--- config.mk ---
export PLATFORM = sky130hd
export DESIGN_NAME = button_debounce_hold_repeat_core
export DESIGN_NICKNAME = d
export VERILOG_FILES = /design/src/rtl/core/bdhr_pkg.sv /design/src/rtl/core/bdhr_button.sv /design/src/rtl/core/bdhr_value.sv /design/src/rtl/core/button_debounce_hold_repeat_core.sv
export SDC_FILE = /design/constraint.sdc
export NUM_CORES = 1
export LEC_CHECK = 0
export ABC_AREA = 1
export BUFFER_PORTS_ARGS = -buffer_cell sky130_fd_sc_hd__buf_2
export CAP_MARGIN = 20
export CORE_UTILIZATION = 40
export DETAILED_ROUTE_END_ITERATION = 10
export GPL_TIMING_DRIVEN = 1
export MAX_ROUTING_LAYER = met4
export SYNTH_ARGS = -nofsm -noshare
export SYNTH_HDL_FRONTEND = slang
export SYNTH_SLANG_ARGS = --single-unit
--- constraint.sdc ---
create_clock -name clk -period 3.9 [get_ports clk]
set_input_delay 1.17 -clock clk [delete_from_list [all_inputs] [get_ports clk]]
set_output_delay 1.17 -clock clk [all_outputs]
set_load 0.01 [all_outputs]
--- src/rtl/core/bdhr_pkg.sv ---
// Shared types and constants for the button debounce / hold-repeat core.
`timescale 1ns / 1ps
package bdhr_pkg;

	localparam int BUTTON_COUNT = 3;

	// Button roles
	localparam int BTN_MODE = 0;
	localparam int BTN_INC  = 1;
	localparam int BTN_SET  = 2;

	// Configuration register indexes
	localparam logic [1:0] CFG_DEBOUNCE_TICKS = 2'd0;
	localparam logic [1:0] CFG_HOLD_LIMIT     = 2'd1;
	localparam logic [1:0] CFG_PRESSED_LEVEL  = 2'd2;

	localparam logic [3:0] DEBOUNCE_RESET      = 4'd3;
	localparam logic [7:0] HOLD_LIMIT_RESET    = 8'd100;
	localparam logic       PRESSED_LEVEL_RESET = 1'b0;

	localparam logic [6:0] VALUE_MAX        = 7'd99;
	localparam logic [1:0] MODE_MAX         = 2'd2;
	localparam logic [1:0] MODE_LED_OFF     = 2'd1;
	localparam logic [7:0] HOLD_COUNT_MAX   = 8'd255;
	localparam logic [7:0] REPEAT_LAST      = 8'd9;

	typedef enum logic [1:0] {
		PS_RELEASED = 2'd0,
		PS_PRESSED  = 2'd1,
		PS_HOLD     = 2'd2
	} press_state_t;

	typedef struct packed {
		logic button0_level;
		logic button1_level;
		logic button2_level;
	} in_item_t;

	typedef struct packed {
		logic [6:0] count_value;
		logic       led_on;
		logic       reset_event;
		logic       set_event;
		logic [1:0] button0_state;
		logic [1:0] button1_state;
		logic [1:0] button2_state;
	} out_item_t;

	typedef struct packed {
		logic [3:0] debounce_ticks;
		logic [7:0] hold_limit;
		logic       pressed_level;
	} cfg_t;

	// What one button machine did this tick
	typedef struct packed {
		logic         fire;
		logic         led_upd;
		logic         hold_bump;
		press_state_t state;
	} btn_act_t;

	function automatic logic [6:0] bump_value(input logic [6:0] v);
		return (v >= VALUE_MAX) ? 7'd0 : v + 7'd1;
	endfunction

endpackage

--- src/rtl/core/bdhr_button.sv ---
// One button: debounce filter and released / pressed / hold-repeat machine.
`timescale 1ns / 1ps
module bdhr_button (
	input  logic                clk,
	input  logic                arst_n,
	input  logic                en,
	input  logic                level,
	input  bdhr_pkg::cfg_t      cfg,
	output bdhr_pkg::btn_act_t  act
);

	logic [3:0]             stable_cnt_q, stable_cnt_d;
	logic                   cand_q, cand_d;
	logic [7:0]             hold_cnt_q, hold_cnt_d;
	bdhr_pkg::press_state_t state_q, state_d;

	always_ff @(posedge clk or negedge arst_n) begin
		if (!arst_n) begin
			stable_cnt_q <= '0;
			cand_q       <= 1'b0;
			hold_cnt_q   <= '0;
			state_q      <= bdhr_pkg::PS_RELEASED;
		end else if (en) begin
			stable_cnt_q <= stable_cnt_d;
			cand_q       <= cand_d;
			hold_cnt_q   <= hold_cnt_d;
			state_q      <= state_d;
		end
	end

	always_comb begin
		logic run;
		logic pressed;
		stable_cnt_d  = stable_cnt_q;
		cand_d        = cand_q;
		hold_cnt_d    = hold_cnt_q;
		state_d       = state_q;
		act.fire      = 1'b0;
		act.led_upd   = 1'b0;
		act.hold_bump = 1'b0;
		run           = 1'b0;
		pressed       = (level == cfg.pressed_level);

		if (level != cand_q) begin
			stable_cnt_d = '0;
			cand_d       = level;
		end else if (stable_cnt_q < cfg.debounce_ticks) begin
			stable_cnt_d = stable_cnt_q + 4'd1;
		end else begin
			run = 1'b1;
		end

		if (run) begin
			unique case (state_q)
				bdhr_pkg::PS_RELEASED: begin
					if (pressed)
						state_d = bdhr_pkg::PS_PRESSED;
				end
				bdhr_pkg::PS_PRESSED: begin
					if (pressed) begin
						act.led_upd = 1'b1;
						act.fire    = (hold_cnt_q == 8'd0);
						if (hold_cnt_q <= cfg.hold_limit && hold_cnt_q != bdhr_pkg::HOLD_COUNT_MAX)
							hold_cnt_d = hold_cnt_q + 8'd1;
						else begin
							hold_cnt_d = '0;
							state_d    = bdhr_pkg::PS_HOLD;
						end
					end else begin
						hold_cnt_d = '0;
						state_d    = bdhr_pkg::PS_RELEASED;
					end
				end
				bdhr_pkg::PS_HOLD: begin
					if (pressed) begin
						act.hold_bump = (hold_cnt_q == 8'd0);
						hold_cnt_d    = (hold_cnt_q >= bdhr_pkg::REPEAT_LAST) ? 8'd0
						                : hold_cnt_q + 8'd1;
					end else begin
						hold_cnt_d = '0;
						state_d    = bdhr_pkg::PS_RELEASED;
					end
				end
				default: state_d = bdhr_pkg::PS_RELEASED;
			endcase
		end
		act.state = state_d;
	end

endmodule

--- src/rtl/core/bdhr_value.sv ---
// Shared value, mode and LED state, updated by the buttons in order 0, 1, 2.
`timescale 1ns / 1ps
module bdhr_value (
	input  logic               clk,
	input  logic               arst_n,
	input  logic               en,
	input  bdhr_pkg::btn_act_t act [bdhr_pkg::BUTTON_COUNT],
	output logic [6:0]         value_nxt,
	output logic               led_nxt,
	output logic               reset_evt,
	output logic               set_evt
);

	logic [6:0] value_q;
	logic [1:0] mode_q, mode_nxt;
	logic       led_q;

	always_ff @(posedge clk or negedge arst_n) begin
		if (!arst_n) begin
			value_q <= '0;
			mode_q  <= '0;
			led_q   <= 1'b0;
		end else if (en) begin
			value_q <= value_nxt;
			mode_q  <= mode_nxt;
			led_q   <= led_nxt;
		end
	end

	always_comb begin
		logic any_led;
		value_nxt = value_q;
		mode_nxt  = mode_q;
		any_led   = 1'b0;
		for (int b = 0; b < bdhr_pkg::BUTTON_COUNT; b++) begin
			any_led = any_led | act[b].led_upd;
			if (b == bdhr_pkg::BTN_MODE && act[b].fire) begin
				value_nxt = '0;
				if (mode_nxt < bdhr_pkg::MODE_MAX)
					mode_nxt = mode_nxt + 2'd1;
			end else if ((b == bdhr_pkg::BTN_INC && act[b].fire) || act[b].hold_bump) begin
				value_nxt = bdhr_pkg::bump_value(value_nxt);
			end
		end
		// only button 0 moves the mode, so the final mode is what every LED update sees
		led_nxt   = any_led ? (mode_nxt != bdhr_pkg::MODE_LED_OFF) : led_q;
		reset_evt = act[bdhr_pkg::BTN_MODE].fire;
		set_evt   = act[bdhr_pkg::BTN_SET].fire;
	end

endmodule

--- src/rtl/core/button_debounce_hold_repeat_core.sv ---
// Top level: input register, button machines, shared value logic, result register.
//   channel | direction | handshake          | payload
//   in      | input     | in_valid/in_stall  | in_data (three raw button levels)
//   out     | output    | out_valid/out_stall| out_data (value, LED, events, states)
//   cfg     | input     | cfg_valid/cfg_ready| cfg_index, cfg_data
// One request per cycle while out_stall is low; an accepted request reaches out_data
// by way of the input and result registers. The per-tick work is one pass through the
// button machines between those registers, whose state feeds the next request.
// Reset puts all machines in released, value and mode at zero, registers at defaults.
// A stalled result holds; one more request is taken into the input register meanwhile.
`timescale 1ns / 1ps
module button_debounce_hold_repeat_core (
	input  logic                clk,
	input  logic                arst_n,
	input  logic                in_valid,
	output logic                in_stall,
	input  bdhr_pkg::in_item_t  in_data,
	output logic                out_valid,
	input  logic                out_stall,
	output bdhr_pkg::out_item_t out_data,
	input  logic                cfg_valid,
	output logic                cfg_ready,
	input  logic [1:0]          cfg_index,
	input  logic [7:0]          cfg_data
);

	bdhr_pkg::cfg_t      cfg_q;
	logic                valid_s1, valid_s2;
	bdhr_pkg::in_item_t  data_s1;
	bdhr_pkg::out_item_t data_s2;
	logic                out_free, advance;
	logic [bdhr_pkg::BUTTON_COUNT-1:0] level;
	bdhr_pkg::btn_act_t  act [bdhr_pkg::BUTTON_COUNT];
	logic [6:0]          value_nxt;
	logic                led_nxt, reset_evt, set_evt;

	assign cfg_ready = 1'b1;

	always_ff @(posedge clk or negedge arst_n) begin
		if (!arst_n) begin
			cfg_q.debounce_ticks <= bdhr_pkg::DEBOUNCE_RESET;
			cfg_q.hold_limit     <= bdhr_pkg::HOLD_LIMIT_RESET;
			cfg_q.pressed_level  <= bdhr_pkg::PRESSED_LEVEL_RESET;
		end else if (cfg_valid) begin
			unique case (cfg_index)
				bdhr_pkg::CFG_DEBOUNCE_TICKS: cfg_q.debounce_ticks <= cfg_data[3:0];
				bdhr_pkg::CFG_HOLD_LIMIT:     cfg_q.hold_limit     <= cfg_data;
				bdhr_pkg::CFG_PRESSED_LEVEL:  cfg_q.pressed_level  <= cfg_data[0];
				default: ;
			endcase
		end
	end

	assign out_free = !valid_s2 || !out_stall;
	assign advance  = valid_s1 && out_free;
	assign in_stall = valid_s1 && !out_free;

	always_ff @(posedge clk or negedge arst_n) begin
		if (!arst_n) begin
			valid_s1 <= 1'b0;
			valid_s2 <= 1'b0;
		end else begin
			if (!in_stall)
				valid_s1 <= in_valid;
			if (out_free)
				valid_s2 <= advance;
		end
	end

	always_ff @(posedge clk) begin
		if (!in_stall && in_valid)
			data_s1 <= in_data;
	end

	assign level[0] = data_s1.button0_level;
	assign level[1] = data_s1.button1_level;
	assign level[2] = data_s1.button2_level;

	for (genvar b = 0; b < bdhr_pkg::BUTTON_COUNT; b++) begin : g_btn
		bdhr_button u_btn (
			.clk    (clk),
			.arst_n (arst_n),
			.en     (advance),
			.level  (level[b]),
			.cfg    (cfg_q),
			.act    (act[b])
		);
	end

	bdhr_value u_value (
		.clk       (clk),
		.arst_n    (arst_n),
		.en        (advance),
		.act       (act),
		.value_nxt (value_nxt),
		.led_nxt   (led_nxt),
		.reset_evt (reset_evt),
		.set_evt   (set_evt)
	);

	always_ff @(posedge clk) begin
		if (advance) begin
			data_s2.count_value   <= value_nxt;
			data_s2.led_on        <= led_nxt;
			data_s2.reset_event   <= reset_evt;
			data_s2.set_event     <= set_evt;
			data_s2.button0_state <= act[0].state;
			data_s2.button1_state <= act[1].state;
			data_s2.button2_state <= act[2].state;
		end
	end

	assign out_valid = valid_s2;
	assign out_data  = data_s2;

endmodule

==> qor.yml <==
via_per_inst: 4.99
relSlewSlack: 0.378
critPathKind: "register to register"
cp-start-kind: "register"
dp.cells: 1011
worst_pin_slew_ns: 0.933
dieArea_um2: 16000
syn_area_um2: 6190
die_w_um: 126
grtUsageMet3: 0.0245
setup_viol_count_final: 0
worstPathArrival_ns: 3.59
crit_fanout: 9
stdcell_count: 1027
final_cell_mix: "nand2_1 (166), inv_1 (133), dfrtp_1 (65)"
syn2layout_area_growth_pct: 11.3
drt_pass1_iterations: 8
drv_cap: 0
io_buffer_count: 35
grt_pass1_vias: 4905
finalCritPeriodShare: 0.890
grt_max_degree: 71
synthTopCellsByArea: "dfrtp_1 (26%), ha_1 (13%), nand2_1 (10%), edfxtp_1 (9.2%), inv_1 (8.1%)"
ys_types: 47
violations: "design-rule violations"
clkTransAtPathRegs_ns: 0.06
root_buffer: "clkbuf_16"
cts_buffers: 9
met2_usage: 0.301
grt_pass1_wl_um: 23700
min_path_type: "register to register"
grt.busiest_layer: "met2"
ir_drop_v: 0.000227
core_um2: 15100
dp_hpwl_um: 10200
wl_per_cell_um: 13.2
grtUsageMet1: 0.258
cts.htree.levels: 3
drv_slew: 0
synthCells: 794
synth_edf_count: 19
p_leak_nw: 3.50
async_flop_share: 0.787
power_density_nw_per_um2: 529
synth.avg_cell_area_um2: 7.80
layout_commonest_cell: "nand2_1"
clock.fmax_mhz: 288
antenna_cells: 0
gp_congestion: 0.842
initial_core_util: 0.409
post_cts_buffers: 0
setup_tns_ns: 0
antenna_found_initial: 0
grt_usage: 0.193
clk_path_buf_depth: 2
finalCriticalPeriod_ns: 3.47
cts_tree: "done"
synthesis.nets: 874
drive_gt1_frac: 0.106
num_vias: 5125
grt_overflow_total: 0
ios: 37
yosys_warnings: 0
synthFlopType: "dfrtp_1"
post_cts_resized: 0
hold_violations: 0
rsz0062_at_grt: "false"
insertion_delay_ns: 0.35
cts.sinks: 89
routed_wl_um: 13500
synth_seq_cells: 89
rows: 45
drcViolationCount: 2
ctsHoldBuffers: 0
yosysTopAreaCellShare: 0.263
worstSetupEndpointType: "register"
nNetsFinal: 914
die_height_um: 126
yosysSeqAreaShare: 0.376
antenna_left: 0
drt_iter0_drc: 349
required_ns: 4.02
synth_top_area_cell: "dfrtp_1"
status: "finished with violations"
skew_ns: 0.00572
registers in the layout (all words and copies together), names as in the netlist:
signal,flops
cfg_q,13
data_s1,3
g_btn.u_btn.cand_q,3
g_btn.u_btn.hold_cnt_q,24
g_btn.u_btn.stable_cnt_q,12
g_btn.u_btn.state_q,6
out_data,16
out_valid,1
u_value.led_q,1
u_value.mode_q,2
u_value.value_q,7
valid_s1,1
through the flow:
step	cell area (um2)	hold slack [ns]	power, W	setup WS, ns	util
final	6890	0.482	0.00364	0.428	0.455
after global routing	6890	0.501	0.00401	0.0666	0.455
after CTS	6890	0.487	0.00368	0.441	0.455
after detailed placement	6590	0.474	0.00279	0.476	0.435
after global placement	6590	0.468	0.00277	0.555	0.435
after floorplan	6190	0.434	0.00242	0.778	-
cells in the mapped netlist, types with 2 or more instances:
master    number
nand3_2        9
nand4_1       18
ha_1          62
nor2_4         3
o211ai_1       4
xnor2_1        3
nor2_2         4
inv_1        133
nand2_1      166
o22ai_1        4
nor2_1        55
nand3b_1       6
nor3_1        16
o31ai_1        3
o21ai_0       60
o21ai_1        4
o21a_1         2
xor2_1        13
nand3_4        2
clkinv_1       3
nand2_4        2
nand3_1       56
and2_1         2
edfxtp_1      19
clkbuf_1       6
a21oi_1       36
dfstp_2        5
a31oi_1        5
and3_1         2
nor4_1         4
inv_2          4
nand2_2        4
dfrtp_1       65
per-layer routing:
| metal | up-vias | part of all wire |
|---|---|---|
| met5 | - | 0 |
| met4 | 0 | 0.016 |
| met3 | 14 | 0.031 |
| met2 | 87 | 0.46 |
| met1 | 2333 | 0.50 |
| li1 | 2691 | - |
path summary, 6_finish.rpt:
check | start | to | slack (ns) | cells after the start
worst max-delay path | cfg_q[10] | out_data[13] | 0.43 | 23
worst min-delay path | g_btn[1].u_btn.hold_cnt_q[2] | g_btn[1].u_btn.hold_cnt_q[2] | 0.48 | 1
worst max register to register | cfg_q[10] | out_data[13] | 0.43 | 23
worst min register to register | g_btn[1].u_btn.hold_cnt_q[2] | g_btn[1].u_btn.hold_cnt_q[2] | 0.48 | 1
max in group asynchronous | arst_n | g_btn[1].u_btn.stable_cnt_q[2] | 2.34 | 1
min in group asynchronous | arst_n | g_btn[2].u_btn.hold_cnt_q[5] | 0.96 | 1
layout make-up:
| cell class | instances | area [um2] |
|---|---|---|
| inverters | 140 | 526 |
| flip-flops and latches | 89 | 2330 |
| fillers | 1512 | 8260 |
| repair buffers | 37 | 193 |
| clock buffers | 15 | 289 |
| clock inverters | 1 | 7.51 |
| well taps | 188 | 235 |
| multi-input cells | 557 | 3310 |
worst max-delay path, cell delays in order, from the launching register on:
cell and delay, ns:
dfstp_2 0.53, inv_1 0.07, ha_1 0.28, nand2_1 0.05
nand2_1 0.05, nand2_1 0.09, nand2_1 0.20, nand4_1 0.26
nand3_2 0.19, inv_1 0.05, ha_1 0.18, inv_1 0.06
nand2_1 0.06, inv_2 0.05, nand3_2 0.09, nand3_4 0.13
nand2_4 0.07, inv_2 0.07, ha_1 0.19, nand4_1 0.16
nor3_1 0.24, nor2_2 0.07, nand2_1 0.06, inv_1 0.04
cell families (layout without fill, tap and decap cells):
group,count (synthesis),count (layout),synth area share
adder cells (fa/ha/maj),62,62,0.125
flip-flops,89,89,0.376
AND/OR/NAND/NOR,351,351,0.266
XOR/XNOR,18,18,0.0297
other,1,1,0.000606
AO/OA/AOI/OAI,125,125,0.112
buffers and inverters,148,193,0.0903
power breakdown:
group	leakage (nW)	internal, W	switching [W]	total [W]
Combinational	2.31	0.000493	0.000844	0.00134
Clock	0.141	0.000507	0.000364	0.000871
Sequential	1.05	0.00121	0.000231	0.00144
Note: power is estimated with default switching activity, not from simulation.
